<file path="config.mk">
export PLATFORM = sky130hd
export DESIGN_NAME = ordered_member_list_engine
export DESIGN_NICKNAME = d
export VERILOG_FILES = /design/src/rtl/ome_pkg.sv /design/src/rtl/ordered_member_list_engine.sv /design/src/rtl/ome_mem.sv /design/src/rtl/ome_seq.sv
export SDC_FILE = /design/constraint.sdc
export NUM_CORES = 2
export LEC_CHECK = 0
export BUFFER_PORTS_ARGS = -buffer_cell sky130_fd_sc_hd__buf_2
export CORE_UTILIZATION = 45
export CTS_CLUSTER_DIAMETER = 40
export DETAILED_ROUTE_END_ITERATION = 10
export PLACE_DENSITY = 0.69
export SLEW_MARGIN = 15
export SYNTH_ARGS = -nofsm -noshare
export SYNTH_HDL_FRONTEND = slang
export SYNTH_SLANG_ARGS = --single-unit
</file>
<file path="constraint.sdc">
create_clock -name i_clk -period 16 [get_ports i_clk]
set_input_delay 2.4 -clock i_clk [delete_from_list [all_inputs] [get_ports i_clk]]
set_output_delay 2.4 -clock i_clk [all_outputs]
set_load 0.05 [all_outputs]
</file>
<file path="src/rtl/ome_pkg.sv">
// shared types and constants for the ordered member list engine
`default_nettype none

package ome_pkg;

    // field widths
    localparam int KEY_W    = 32;
    localparam int NAME_W   = 64;
    localparam int REQ_W    = 3;
    localparam int STATUS_W = 3;
    localparam int COUNT_W  = 5;

    // default list capacity and the largest number of entries one dump shows
    localparam int CAPACITY_DEF = 16;
    localparam int DUMP_LIMIT   = 16;

    // request codes
    localparam logic [REQ_W-1:0] REQ_ADD_FRONT = 3'd0;
    localparam logic [REQ_W-1:0] REQ_ADD_BACK  = 3'd1;
    localparam logic [REQ_W-1:0] REQ_ADD_BLAST = 3'd2;
    localparam logic [REQ_W-1:0] REQ_DEL_FRONT = 3'd3;
    localparam logic [REQ_W-1:0] REQ_DEL_BACK  = 3'd4;
    localparam logic [REQ_W-1:0] REQ_DEL_KEY   = 3'd5;
    localparam logic [REQ_W-1:0] REQ_DUMP      = 3'd6;

    // status codes
    localparam logic [STATUS_W-1:0] ST_DONE  = 3'd0;
    localparam logic [STATUS_W-1:0] ST_FULL  = 3'd1;
    localparam logic [STATUS_W-1:0] ST_EMPTY = 3'd2;
    localparam logic [STATUS_W-1:0] ST_NOKEY = 3'd3;
    localparam logic [STATUS_W-1:0] ST_DUMP  = 3'd4;

    // one stored entry
    typedef struct packed {
        logic [NAME_W-1:0] name;
        logic [KEY_W-1:0]  key;
    } t_entry;

    // one result item
    typedef struct packed {
        logic                valid;
        logic [STATUS_W-1:0] status;
        logic [KEY_W-1:0]    key;
        logic [NAME_W-1:0]   name;
        logic [COUNT_W-1:0]  count;
        logic                last;
    } t_result;

    // memory port control
    typedef struct packed {
        logic we;
        logic re;
    } t_mem_ctl;

endpackage

`default_nettype wire

</file>
<file path="src/rtl/ordered_member_list_engine.sv">
// ordered member list engine: stream ports, output register, sequencer and storage
//
//  channel  dir  tdata                                        tuser          tlast
//  s_*      in   member_key, member_name                      req_type       -
//  m_*      out  out_key, out_name, entry_count, zero pad     status         last_result
//
// Each request is taken in the idle cycle and then holds the input until its results
// are handed to the output register; output stalls hold the sequencer. Add before
// last reads the last entry, writes it one place up, then writes the new entry in
// the old last place; it only appends when the list holds fewer than two entries.
// Delete by key compares entries in turn, then moves each later one down by a read
// and a write. A dump hands out one entry per free output slot. The store has one
// memory port. Reset is synchronous and empties the list; entries are not cleared.
`default_nettype none

module ordered_member_list_engine
    import ome_pkg::*;
#(
    parameter int CAPACITY = CAPACITY_DEF
) (
    input  wire logic         i_clk,
    input  wire logic         i_rst_n,
    input  wire logic         i_s_tvalid,
    output logic              o_s_tready,
    input  wire logic [95:0]  i_s_tdata,   // member_key, member_name
    input  wire logic [2:0]   i_s_tuser,   // req_type
    output logic              o_m_tvalid,
    input  wire logic         i_m_tready,
    output logic [103:0]      o_m_tdata,   // out_key, out_name, entry_count, zero pad
    output logic [2:0]        o_m_tuser,   // status
    output logic              o_m_tlast    // last_result
);

    localparam int AW = (CAPACITY > 1) ? $clog2(CAPACITY) : 1;

    t_result       w_res;
    t_result       r_out;
    logic          r_out_valid;
    logic          w_slot_free;
    t_mem_ctl      w_mem_ctl;
    logic [AW-1:0] w_mem_addr;
    t_entry        w_mem_wdata;
    t_entry        w_mem_rdata;

    // output slot frees when empty or taken this cycle
    assign w_slot_free = !r_out_valid || i_m_tready;

    ome_seq #(
        .CAPACITY (CAPACITY),
        .AW       (AW)
    ) u_seq (
        .i_clk       (i_clk),
        .i_rst_n     (i_rst_n),
        .i_in_valid  (i_s_tvalid),
        .o_in_ready  (o_s_tready),
        .i_req       (i_s_tuser),
        .i_key       (i_s_tdata[KEY_W-1:0]),
        .i_name      (i_s_tdata[KEY_W+NAME_W-1:KEY_W]),
        .i_slot_free (w_slot_free),
        .o_res       (w_res),
        .o_mem_ctl   (w_mem_ctl),
        .o_mem_addr  (w_mem_addr),
        .o_mem_wdata (w_mem_wdata),
        .i_mem_rdata (w_mem_rdata)
    );

    ome_mem #(
        .DEPTH (CAPACITY),
        .AW    (AW)
    ) u_mem (
        .i_clk   (i_clk),
        .i_ctl   (w_mem_ctl),
        .i_addr  (w_mem_addr),
        .i_wdata (w_mem_wdata),
        .o_rdata (w_mem_rdata)
    );

    // output valid flag
    always_ff @(posedge i_clk) begin
        if (!i_rst_n) begin
            r_out_valid <= 1'b0;
        end else if (w_res.valid) begin
            r_out_valid <= 1'b1;
        end else if (i_m_tready) begin
            r_out_valid <= 1'b0;
        end
    end

    // output payload
    always_ff @(posedge i_clk) begin
        if (w_res.valid) begin
            r_out <= w_res;
        end
    end

    // master side transaction fields
    assign o_m_tvalid = r_out_valid;
    assign o_m_tdata  = {3'b000, r_out.count, r_out.name, r_out.key};
    assign o_m_tuser  = r_out.status;
    assign o_m_tlast  = r_out.last;

endmodule

`default_nettype wire

</file>
<file path="src/rtl/ome_mem.sv">
// entry storage: one port, write or registered read
`default_nettype none

module ome_mem
    import ome_pkg::*;
#(
    parameter int DEPTH = CAPACITY_DEF,
    parameter int AW    = $clog2(CAPACITY_DEF)
) (
    input  wire logic          i_clk,
    input  wire t_mem_ctl      i_ctl,
    input  wire logic [AW-1:0] i_addr,
    input  wire t_entry        i_wdata,
    output t_entry             o_rdata
);

    t_entry r_mem [DEPTH];
    t_entry r_rdata;

    // write port
    always_ff @(posedge i_clk) begin
        if (i_ctl.we) begin
            r_mem[i_addr] <= i_wdata;
        end
    end

    // registered read port
    always_ff @(posedge i_clk) begin
        if (i_ctl.re) begin
            r_rdata <= r_mem[i_addr];
        end
    end

    assign o_rdata = r_rdata;

endmodule

`default_nettype wire

</file>
<file path="src/rtl/ome_seq.sv">
// request sequencer with circular head pointer and shared address unit
`default_nettype none

module ome_seq
    import ome_pkg::*;
#(
    parameter int CAPACITY = CAPACITY_DEF,
    parameter int AW       = $clog2(CAPACITY_DEF)
) (
    input  wire logic              i_clk,
    input  wire logic              i_rst_n,
    input  wire logic              i_in_valid,
    output logic                   o_in_ready,
    input  wire logic [REQ_W-1:0]  i_req,
    input  wire logic [KEY_W-1:0]  i_key,
    input  wire logic [NAME_W-1:0] i_name,
    input  wire logic              i_slot_free,
    output t_result                o_res,
    output t_mem_ctl               o_mem_ctl,
    output logic [AW-1:0]          o_mem_addr,
    output t_entry                 o_mem_wdata,
    input  wire t_entry            i_mem_rdata
);

    localparam int CW = $clog2(CAPACITY + 1);
    localparam logic [CW:0]   SUM_CAP  = (CW+1)'(CAPACITY);
    localparam logic [CW-1:0] CNT_FULL = CW'(CAPACITY);
    localparam logic [CW-1:0] IDX_PREV = CW'(CAPACITY - 1);
    localparam logic [CW-1:0] ONE      = CW'(1);

    // sequencer states
    localparam logic [2:0] S_IDLE     = 3'd0;
    localparam logic [2:0] S_EMIT     = 3'd1;
    localparam logic [2:0] S_BL_W1    = 3'd2;
    localparam logic [2:0] S_BL_W2    = 3'd3;
    localparam logic [2:0] S_SRCH_CMP = 3'd4;
    localparam logic [2:0] S_SHF_RD   = 3'd5;
    localparam logic [2:0] S_SHF_WR   = 3'd6;
    localparam logic [2:0] S_DMP_OUT  = 3'd7;

    logic [2:0]          r_state, n_state;
    logic [AW-1:0]       r_head, n_head;
    logic [CW-1:0]       r_count, n_count;
    logic [CW-1:0]       r_idx, n_idx;
    logic [STATUS_W-1:0] r_status, n_status;
    logic [KEY_W-1:0]    r_key, n_key;
    logic [NAME_W-1:0]   r_name, n_name;

    logic [CW-1:0] w_lidx;
    logic [CW:0]   w_sum;
    logic [AW-1:0] w_phys;
    logic [CW:0]   w_idx_inc;
    logic [CW:0]   w_cnt_ext;
    logic          w_full;
    logic          w_empty;
    logic          w_accept;
    logic          w_dump_last;

    assign w_full      = (r_count == CNT_FULL);
    assign w_empty     = (r_count == '0);
    assign o_in_ready  = (r_state == S_IDLE);
    assign w_accept    = i_in_valid && o_in_ready;
    assign w_idx_inc   = (CW+1)'(r_idx) + (CW+1)'(1);
    assign w_cnt_ext   = (CW+1)'(r_count);
    assign w_dump_last = (w_idx_inc == w_cnt_ext) || (int'(w_idx_inc) == DUMP_LIMIT);

    // shared address unit: logical position to physical slot, one wrap step
    always_comb begin
        w_sum  = (CW+1)'(r_head) + (CW+1)'(w_lidx);
        w_phys = (w_sum >= SUM_CAP) ? AW'(w_sum - SUM_CAP) : AW'(w_sum);
    end

    assign o_mem_addr = w_phys;

    // next state, memory control and result
    always_comb begin
        n_state     = r_state;
        n_head      = r_head;
        n_count     = r_count;
        n_idx       = r_idx;
        n_status    = r_status;
        n_key       = r_key;
        n_name      = r_name;
        w_lidx      = r_idx;
        o_mem_ctl   = '0;
        o_mem_wdata = i_mem_rdata;
        o_res       = '0;

        case (r_state)
            S_IDLE: begin
                if (w_accept) begin
                    n_key    = i_key;
                    n_name   = i_name;
                    n_status = ST_DONE;
                    n_state  = S_EMIT;
                    n_idx    = '0;
                    case (i_req)
                        REQ_ADD_FRONT: begin
                            w_lidx = IDX_PREV;
                            if (w_full) begin
                                n_status = ST_FULL;
                            end else begin
                                o_mem_ctl.we = 1'b1;
                                o_mem_wdata  = '{name: i_name, key: i_key};
                                n_head       = w_phys;
                                n_count      = r_count + ONE;
                            end
                        end
                        REQ_ADD_BACK: begin
                            w_lidx = r_count;
                            if (w_full) begin
                                n_status = ST_FULL;
                            end else begin
                                o_mem_ctl.we = 1'b1;
                                o_mem_wdata  = '{name: i_name, key: i_key};
                                n_count      = r_count + ONE;
                            end
                        end
                        REQ_ADD_BLAST: begin
                            if (w_full) begin
                                n_status = ST_FULL;
                            end else if (r_count < CW'(2)) begin
                                // short list: plain append
                                w_lidx       = r_count;
                                o_mem_ctl.we = 1'b1;
                                o_mem_wdata  = '{name: i_name, key: i_key};
                                n_count      = r_count + ONE;
                            end else begin
                                // fetch the last entry, it moves up one place
                                w_lidx       = r_count - ONE;
                                o_mem_ctl.re = 1'b1;
                                n_state      = S_BL_W1;
                            end
                        end
                        REQ_DEL_FRONT: begin
                            w_lidx = ONE;
                            if (w_empty) begin
                                n_status = ST_EMPTY;
                            end else begin
                                n_head  = w_phys;
                                n_count = r_count - ONE;
                            end
                        end
                        REQ_DEL_BACK: begin
                            if (w_empty) begin
                                n_status = ST_EMPTY;
                            end else begin
                                n_count = r_count - ONE;
                            end
                        end
                        REQ_DEL_KEY: begin
                            w_lidx = '0;
                            if (w_empty) begin
                                n_status = ST_EMPTY;
                            end else begin
                                o_mem_ctl.re = 1'b1;
                                n_state      = S_SRCH_CMP;
                            end
                        end
                        REQ_DUMP: begin
                            w_lidx = '0;
                            if (w_empty) begin
                                n_status = ST_EMPTY;
                            end else begin
                                o_mem_ctl.re = 1'b1;
                                n_state      = S_DMP_OUT;
                            end
                        end
                        default: begin
                            n_status = ST_DONE;
                        end
                    endcase
                end
            end

            // old last entry goes one place up
            S_BL_W1: begin
                w_lidx       = r_count;
                o_mem_ctl.we = 1'b1;
                o_mem_wdata  = i_mem_rdata;
                n_state      = S_BL_W2;
            end

            // new entry takes the old last place
            S_BL_W2: begin
                w_lidx       = r_count - ONE;
                o_mem_ctl.we = 1'b1;
                o_mem_wdata  = '{name: r_name, key: r_key};
                n_count      = r_count + ONE;
                n_status     = ST_DONE;
                n_state      = S_EMIT;
            end

            // key compare, one entry per cycle
            S_SRCH_CMP: begin
                if (i_mem_rdata.key == r_key) begin
                    if (w_idx_inc == w_cnt_ext) begin
                        n_count  = r_count - ONE;
                        n_status = ST_DONE;
                        n_state  = S_EMIT;
                    end else begin
                        n_state = S_SHF_RD;
                    end
                end else if (w_idx_inc == w_cnt_ext) begin
                    n_status = ST_NOKEY;
                    n_state  = S_EMIT;
                end else begin
                    w_lidx       = CW'(w_idx_inc);
                    o_mem_ctl.re = 1'b1;
                    n_idx        = CW'(w_idx_inc);
                end
            end

            // close the gap: read the entry above
            S_SHF_RD: begin
                w_lidx       = CW'(w_idx_inc);
                o_mem_ctl.re = 1'b1;
                n_state      = S_SHF_WR;
            end

            // close the gap: write it one place down
            S_SHF_WR: begin
                w_lidx       = r_idx;
                o_mem_ctl.we = 1'b1;
                o_mem_wdata  = i_mem_rdata;
                n_idx        = CW'(w_idx_inc);
                if (w_idx_inc + (CW+1)'(1) == w_cnt_ext) begin
                    n_count  = r_count - ONE;
                    n_status = ST_DONE;
                    n_state  = S_EMIT;
                end else begin
                    n_state = S_SHF_RD;
                end
            end

            // one dump entry per free output slot
            S_DMP_OUT: begin
                if (i_slot_free) begin
                    o_res.valid  = 1'b1;
                    o_res.status = ST_DUMP;
                    o_res.key    = i_mem_rdata.key;
                    o_res.name   = i_mem_rdata.name;
                    o_res.count  = COUNT_W'(r_count);
                    o_res.last   = w_dump_last;
                    if (w_dump_last) begin
                        n_state = S_IDLE;
                    end else begin
                        w_lidx       = CW'(w_idx_inc);
                        o_mem_ctl.re = 1'b1;
                        n_idx        = CW'(w_idx_inc);
                    end
                end
            end

            // single closing result
            S_EMIT: begin
                if (i_slot_free) begin
                    o_res.valid  = 1'b1;
                    o_res.status = r_status;
                    o_res.count  = COUNT_W'(r_count);
                    o_res.last   = 1'b1;
                    n_state      = S_IDLE;
                end
            end

            default: begin
                n_state = S_IDLE;
            end
        endcase
    end

    // control registers
    always_ff @(posedge i_clk) begin
        if (!i_rst_n) begin
            r_state <= S_IDLE;
            r_head  <= '0;
            r_count <= '0;
        end else begin
            r_state <= n_state;
            r_head  <= n_head;
            r_count <= n_count;
        end
    end

    // working registers
    always_ff @(posedge i_clk) begin
        r_idx    <= n_idx;
        r_status <= n_status;
        r_key    <= n_key;
        r_name   <= n_name;
    end

endmodule

`default_nettype wire

</file>
Word-level counts from Yosys, hierarchy flattened
Memory sizes are Yosys's and may differ from the RTL's. A register that Yosys moved wholly into a read port is not among the register bits.
Cells that the tools add are included.
{"block": "totals", "reg_bits": 222, "ramBits": 1536, "input_bits": 103, "out_inout_bits": 110, "word_cells": 156, "memories": 1}
{"memory": "u_mem.r_mem", "words": 16, "word_bits": 96, "rd": 1, "rd_ports_with_merged_regs": 1, "write_ports": 1, "line": "ome_mem.sv:17", "rtl": "t_entry r_mem [DEPTH];"}
{"block": "classes", "n_addsub": 6, "order_cmp": 2, "n_eq_ne": 33, "mux": 77, "reduce_logical": 24}
{"cell": "$mux 96", "n": 4}
{"cell": "$pmux 96 s2", "n": 2}
{"cell": "$mux 106", "n": 1}
{"cell": "$mux 5", "n": 16}
{"cell": "$mux 3", "n": 16}
{"cell": "$pmux 5 s4", "n": 2}
{"cell": "$eq 32x32->1", "n": 1}
{"cell": "$pmux 5 s6", "n": 1}
{"cell": "$pmux 5 s5", "n": 1}
{"cell": "$pmux 3 s8", "n": 1}
{"cell": "$eq 3x3->1 const B", "n": 7}
{"cell": "$mux 4", "n": 4}
{"cell": "$pmux 4 s2", "n": 2}
{"cell": "$pmux 5 s3", "n": 1}
{"cell": "$mux 1", "n": 13}
{"cell": "$eq 3x2->1 const B", "n": 4}
{"cell": "$eq 6x5->1", "n": 2}
{"cell": "$ne 2x1->1 const B", "n": 6}
{"cell": "$ne 3x3->1 const B", "n": 4}
{"cell": "$pmux 3 s4", "n": 1}
{"cell": "$pmux 6 s2", "n": 1}
{"cell": "$reduce_and 10->1", "n": 1}
{"cell": "$reduce_and 5->1", "n": 2}
{"cell": "$pmux 3 s3", "n": 1}
{"cell": "other kinds (31)", "n": 48}

Logic depth before layout (Yosys ltp)
{"block": "depth", "ltp_word": 11, "ltp_mapped": 20, "mapped_depth_nobuf": 17}

Hierarchy
A second synthesis with hierarchy kept.
{"block": "hier_totals", "cells_unflattened": 3472, "hier_area_um2": 71498.6}
{"mod": "ome_mem", "n_inst": 1, "cells_per_inst": 2462, "area_each_um2": 60331.6, "seq_area_each_um2": 49007.0}
{"mod": "ome_seq", "n_inst": 1, "cells_per_inst": 897, "area_each_um2": 7938.9, "seq_area_each_um2": 3333.2}
{"mod": "ordered_member_list_engine", "n_inst": 1, "cells_per_inst": 113, "area_each_um2": 3228.1, "seq_area_each_um2": 3173.0}

Worst setup path before layout
OpenSTA, ideal clock, no wires.
{"block": "synth_timing", "path_type": "input to register", "from": "in i_s_tvalid", "to": "mem u_mem.r_mem[0][0] (netlist bit), enable pin", "setup_ns": 0.786, "arrival_time_ns": 15.716, "required_time_ns": 15.214, "slack_ns": -0.502, "path_stages": 14, "path_buffers": 1, "cell_sequence": "nand2_1 -> inv_1 -> nand3_1 -> a22o_1 -> a221oi_1 -> nand2_1 -> a21o_1 -> ha_1 -> a21o_1 -> a21oi_1 -> xnor2_1 -> xnor2_2 -> buf_6 -> nor4_1"}
{"block": "synth_between", "elab_chain_len": 6, "elab_cells_between_ends": 11, "classes_between": "add/sub: 2; order compare: 1; mux: 7; reduce/logical: 1"}
{"item": "start, declared", "line": "ordered_member_list_engine.sv:23", "rtl": "input wire logic i_s_tvalid,"}
{"item": "$logic_and 1x1->1 (*)", "line": "ome_seq.sv:62", "rtl": "assign w_accept = i_in_valid && o_in_ready;"}
{"item": "$mux 5", "line": "ome_seq.sv:91", "rtl": "if (w_accept) begin"}
{"item": "$pmux 5 s6", "line": "ome_seq.sv:89", "rtl": "case (r_state)"}
{"item": "$add 4x5->6", "line": "ome_seq.sv:69", "rtl": "w_sum = (CW+1)'(r_head) + (CW+1)'(w_lidx);"}
{"item": "$ge 6x5->1 / $sub 4x1->4 (equally long branches)", "line": "ome_seq.sv:70", "rtl": "w_phys = (w_sum >= SUM_CAP) ? AW'(w_sum - SUM_CAP) : AW'(w_sum);"}
{"item": "$mux 4", "line": "ome_seq.sv:70"}
{"item": "end, declared", "line": "ome_mem.sv:17"}
Mark *: on every way between the ends. The rest lies on a longest branch, timed or not.

Worst setup path after layout
{"block": "layout_timing", "from": "in i_m_tready", "to": "reg, netlist name u_mem.o_rdata[84]"}
{"block": "layout_between", "elab_chain_len": 6, "elab_cells_between_ends": 9, "classes_between": "add/sub: 2; order compare: 1; mux: 5; reduce/logical: 1"}
{"item": "start, declared", "line": "ordered_member_list_engine.sv:28", "rtl": "input wire logic i_m_tready,"}
{"item": "$logic_or 1x1->1 (*)", "line": "ordered_member_list_engine.sv:46", "rtl": "assign w_slot_free = !r_out_valid || i_m_tready;"}
{"item": "$mux 5", "line": "ome_seq.sv:238", "rtl": "if (i_slot_free) begin"}
{"item": "$pmux 5 s6", "line": "ome_seq.sv:89"}
{"item": "$add 4x5->6", "line": "ome_seq.sv:69"}
{"item": "$ge 6x5->1 / $sub 4x1->4 (equally long branches)", "line": "ome_seq.sv:70"}
{"item": "$mux 4", "line": "ome_seq.sv:70"}
Marked as above.
A chain may end at the register's enable or synchronous reset.

==> impl_metrics.ini <==
[outcome]
status = completed

[clock_tree]
cts_buffer_depth = 3
cts_resized = 0
tritoncts = yes
clkTransAtPathRegs_ps = 60
cts_root_buffer = clkbuf_16
cts_inserted_buffers = 211
cts_hold_buf = 0
postCtsSetupRepairBufs = 0
htreeDepth = 4
cts_sinks = 1853
clk_latency_ps = 850

[final_layout]
finalNetCount = 3897
drive_gt1_share_pct = 25.8
layout_common_cells = edfxtp_1 (1,840), mux4_2 (384), mux2i_1 (294)
nFillCells = 12200
final_common_cell = edfxtp_1
syn2layout_area_growth_pct = 14.8

[setup_path]
cp_slowest_cell = fa_4
critPathKind = primary input to flip-flop
worstPathMaxFanout = 141
start_kind = primary input
cpPeakStageDelay_ps = 1410
required_ps = 16540
cpMostUsedCell = nor2b_1
setup.worst_path.end_class = flip-flop
worstPathCellList = buf_2, nor2b_1, a211o_1, nor2b_1, o21ai_0, nor2b_1, o21ai_0, ha_4, inv_1, fa_4, buf_12, buf_4, buf_4, mux4_2, mux2i_1, mux2i_1
arrival_ps = 9230

[yosys]
async_flop_share_pct = 0
synth_area_leaders = edfxtp_1 (76%), mux4_2 (12%), mux2i_1 (4.1%)
synth-seq-cells = 1853
synth_simple_gate_area_share_pct = 3.02
synth_compound_area_share_pct = 2.22
yosys_warnings = 0
synth_cells = 3487
synth_cell_types = 67
synthAdderAreaFrac_pct = 0.166
synth.area.mux_share_pct = 16.0
synth_area_per_cell_um2 = 20.7
synth_xor_area_share_pct = 0.616
synth_top_area_share_pct = 76.4
synth_top_family_by_area = multiplexers
synthFlopType = edfxtp_1
yosysSeqAreaShare_pct = 76.7
synth_top_cell_by_area = edfxtp_1
syn-cell-area_um2 = 72300
synth_edf_count = 1840

[routing]
wl_per_cell_um = 27.0
num_vias = 35200
drc = 0
vias_per_cell = 5.83
drt_iter0_markers = 4165
wl_um = 163000
ant_nets = 0
first_pass_iters = 7

[global_routing]
grt_usage_pct = 20.0
grt_first_pass_wirelength_um = 239000
grt_pass1_vias = 35300
grt_max_degree = 142
overflow = 0
grt_antenna_before_repair = 2

[floorplanning]
num_rows = 146
die-height_um = 403
start_util_pct = 45.5
die_area_um2 = 162000
pin_count = 213
die_w_um = 403
fp.coreArea_um2 = 159000

[sta]
fmax_mhz = 115
hold_viol = 0
fin_setup_tns_ps = 0
finalCriticalPeriod_ps = 8700
worst-slew-pin-transition_ps = 1130
finalCritPeriodShare_pct = 54.4
timing.slew.headroom_pct = 24.6
final_max_slew_viol_count = 0
finalSetupViolations = 0
fin_skew_ps = 30.3
rsz0062_at_grt = false

[run]
drv_cap = 0

[place]
io_buffers = 209
hpwl_um = 86700
gp_congestion = 0.895

[worst_hold_path]
hold_path_class = flip-flop to flip-flop
## per-layer routing
| metal | GRT usage, % | wire length [um] | share of wire [%] |
|---|---|---|---|
| met5 | 0 | 0 | 0 |
| met4 | 5.12 | 3030 | 1.9 |
| met3 | 3.29 | 11300 | 6.9 |
| met2 | 32.0 | 78800 | 48 |
| met1 | 28.9 | 69800 | 43 |
## cells by family after synthesis
family / Yosys count
other cells: 1
flops: 1853
fa+ha+maj: 9
compound gates: 223
buf+inv: 207
xor+xnor: 50
simple gates: 465
mux: 679
## worst paths after layout
kind	start	to	slack [ps]	depth (start not counted)
worst max register to register	u_seq.r_idx[0]	u_mem.o_rdata[84]	7350	18
worst min-delay path	u_seq.r_status[0]	o_m_tuser[0]	520	1
worst max-delay path	i_m_tready	u_mem.o_rdata[84]	7300	16
worst min register to register	u_seq.r_status[0]	o_m_tuser[0]	520	1
## worst max-delay path, delay by kind of cell
family,cells,cell delay [ps]
and+or+nand+nor,3,960
AOI/OAI and AO/OA,3,810
adders and majority gates,2,1610
muxes,3,740
buffers and inverters,5,2530
## layout make-up
| class | instances | area [um2] | area share, % |
|---|---|---|---|
| sequential | 1853 | 55500 | 66.8 |
| multi-input combinational | 1429 | 16200 | 19.5 |
| clock buffer | 241 | 5410 | 6.52 |
| tap | 2072 | 2590 | 3.12 |
| clock inverter | 157 | 1710 | 2.06 |
| timing repair buffer | 270 | 1570 | 1.89 |
| inverter | 20 | 82.6 | 0.0994 |
| antenna | 1 | 2.50 | 0.00301 |
## through the flow
stage | hold WS [ps] | instance area, um2 | utilization (%) | std cells | worst slack (ps)
6_report | 522 | 83100 | 52.3 | 6043 | 7300
5_1_grt | 544 | 83100 | 52.3 | 6042 | 6910
4_1_cts | 523 | 83100 | 52.3 | 6042 | 7270
3_5_place_dp | 510 | 75900 | 47.8 | 5644 | 6380
3_3_place_gp | 514 | 75900 | 47.8 | 5644 | 6510
2_1_floorplan | 483 | 72300 | - | 3489 | 3550
## state kept, by name, summed over array words and instances, names as in the netlist
| register | flops |
|---|---|
| o_m_tlast | 1 |
| u_mem.o_rdata | 96 |
| u_mem.r_mem | 1536 |
| u_seq.r_key | 32 |
| u_seq.r_name | 64 |
| u_seq.r_count | 5 |
| o_m_tuser | 3 |
| u_seq.r_idx | 5 |
| u_seq.r_head | 4 |
| u_seq.r_status | 2 |
| o_m_tdata | 101 |
| u_seq.r_state | 3 |
| o_m_tvalid | 1 |
## Yosys cell counts (all sizes together) (2+ instances only)
master,n
a2111oi,2
a211o,2
a211oi,5
a21boi,2
a21o,7
a21oi,27
a221oi,4
a22o,5
a22oi,98
a31oi,3
a41o,2
and2,104
and3,3
and3b,2
buf,46
clkbuf,141
clkinv,2
dfxtp,13
edfxtp,1840
ha,8
inv,18
mux2i,294
mux4,384
nand2,237
nand2b,11
nand3,14
nand4,2
nor2,47
nor2b,19
nor3,9
nor3b,2
nor4,10
o211ai,5
o21a,3
o21ai,35
o22ai,6
o31ai,2
o41ai,2
or3,3
xnor2,16
xor2,34
Power is left out: the tool's default activity adds up to more than one toggle a clock period on the data nets, which glitch-free logic cannot reach.
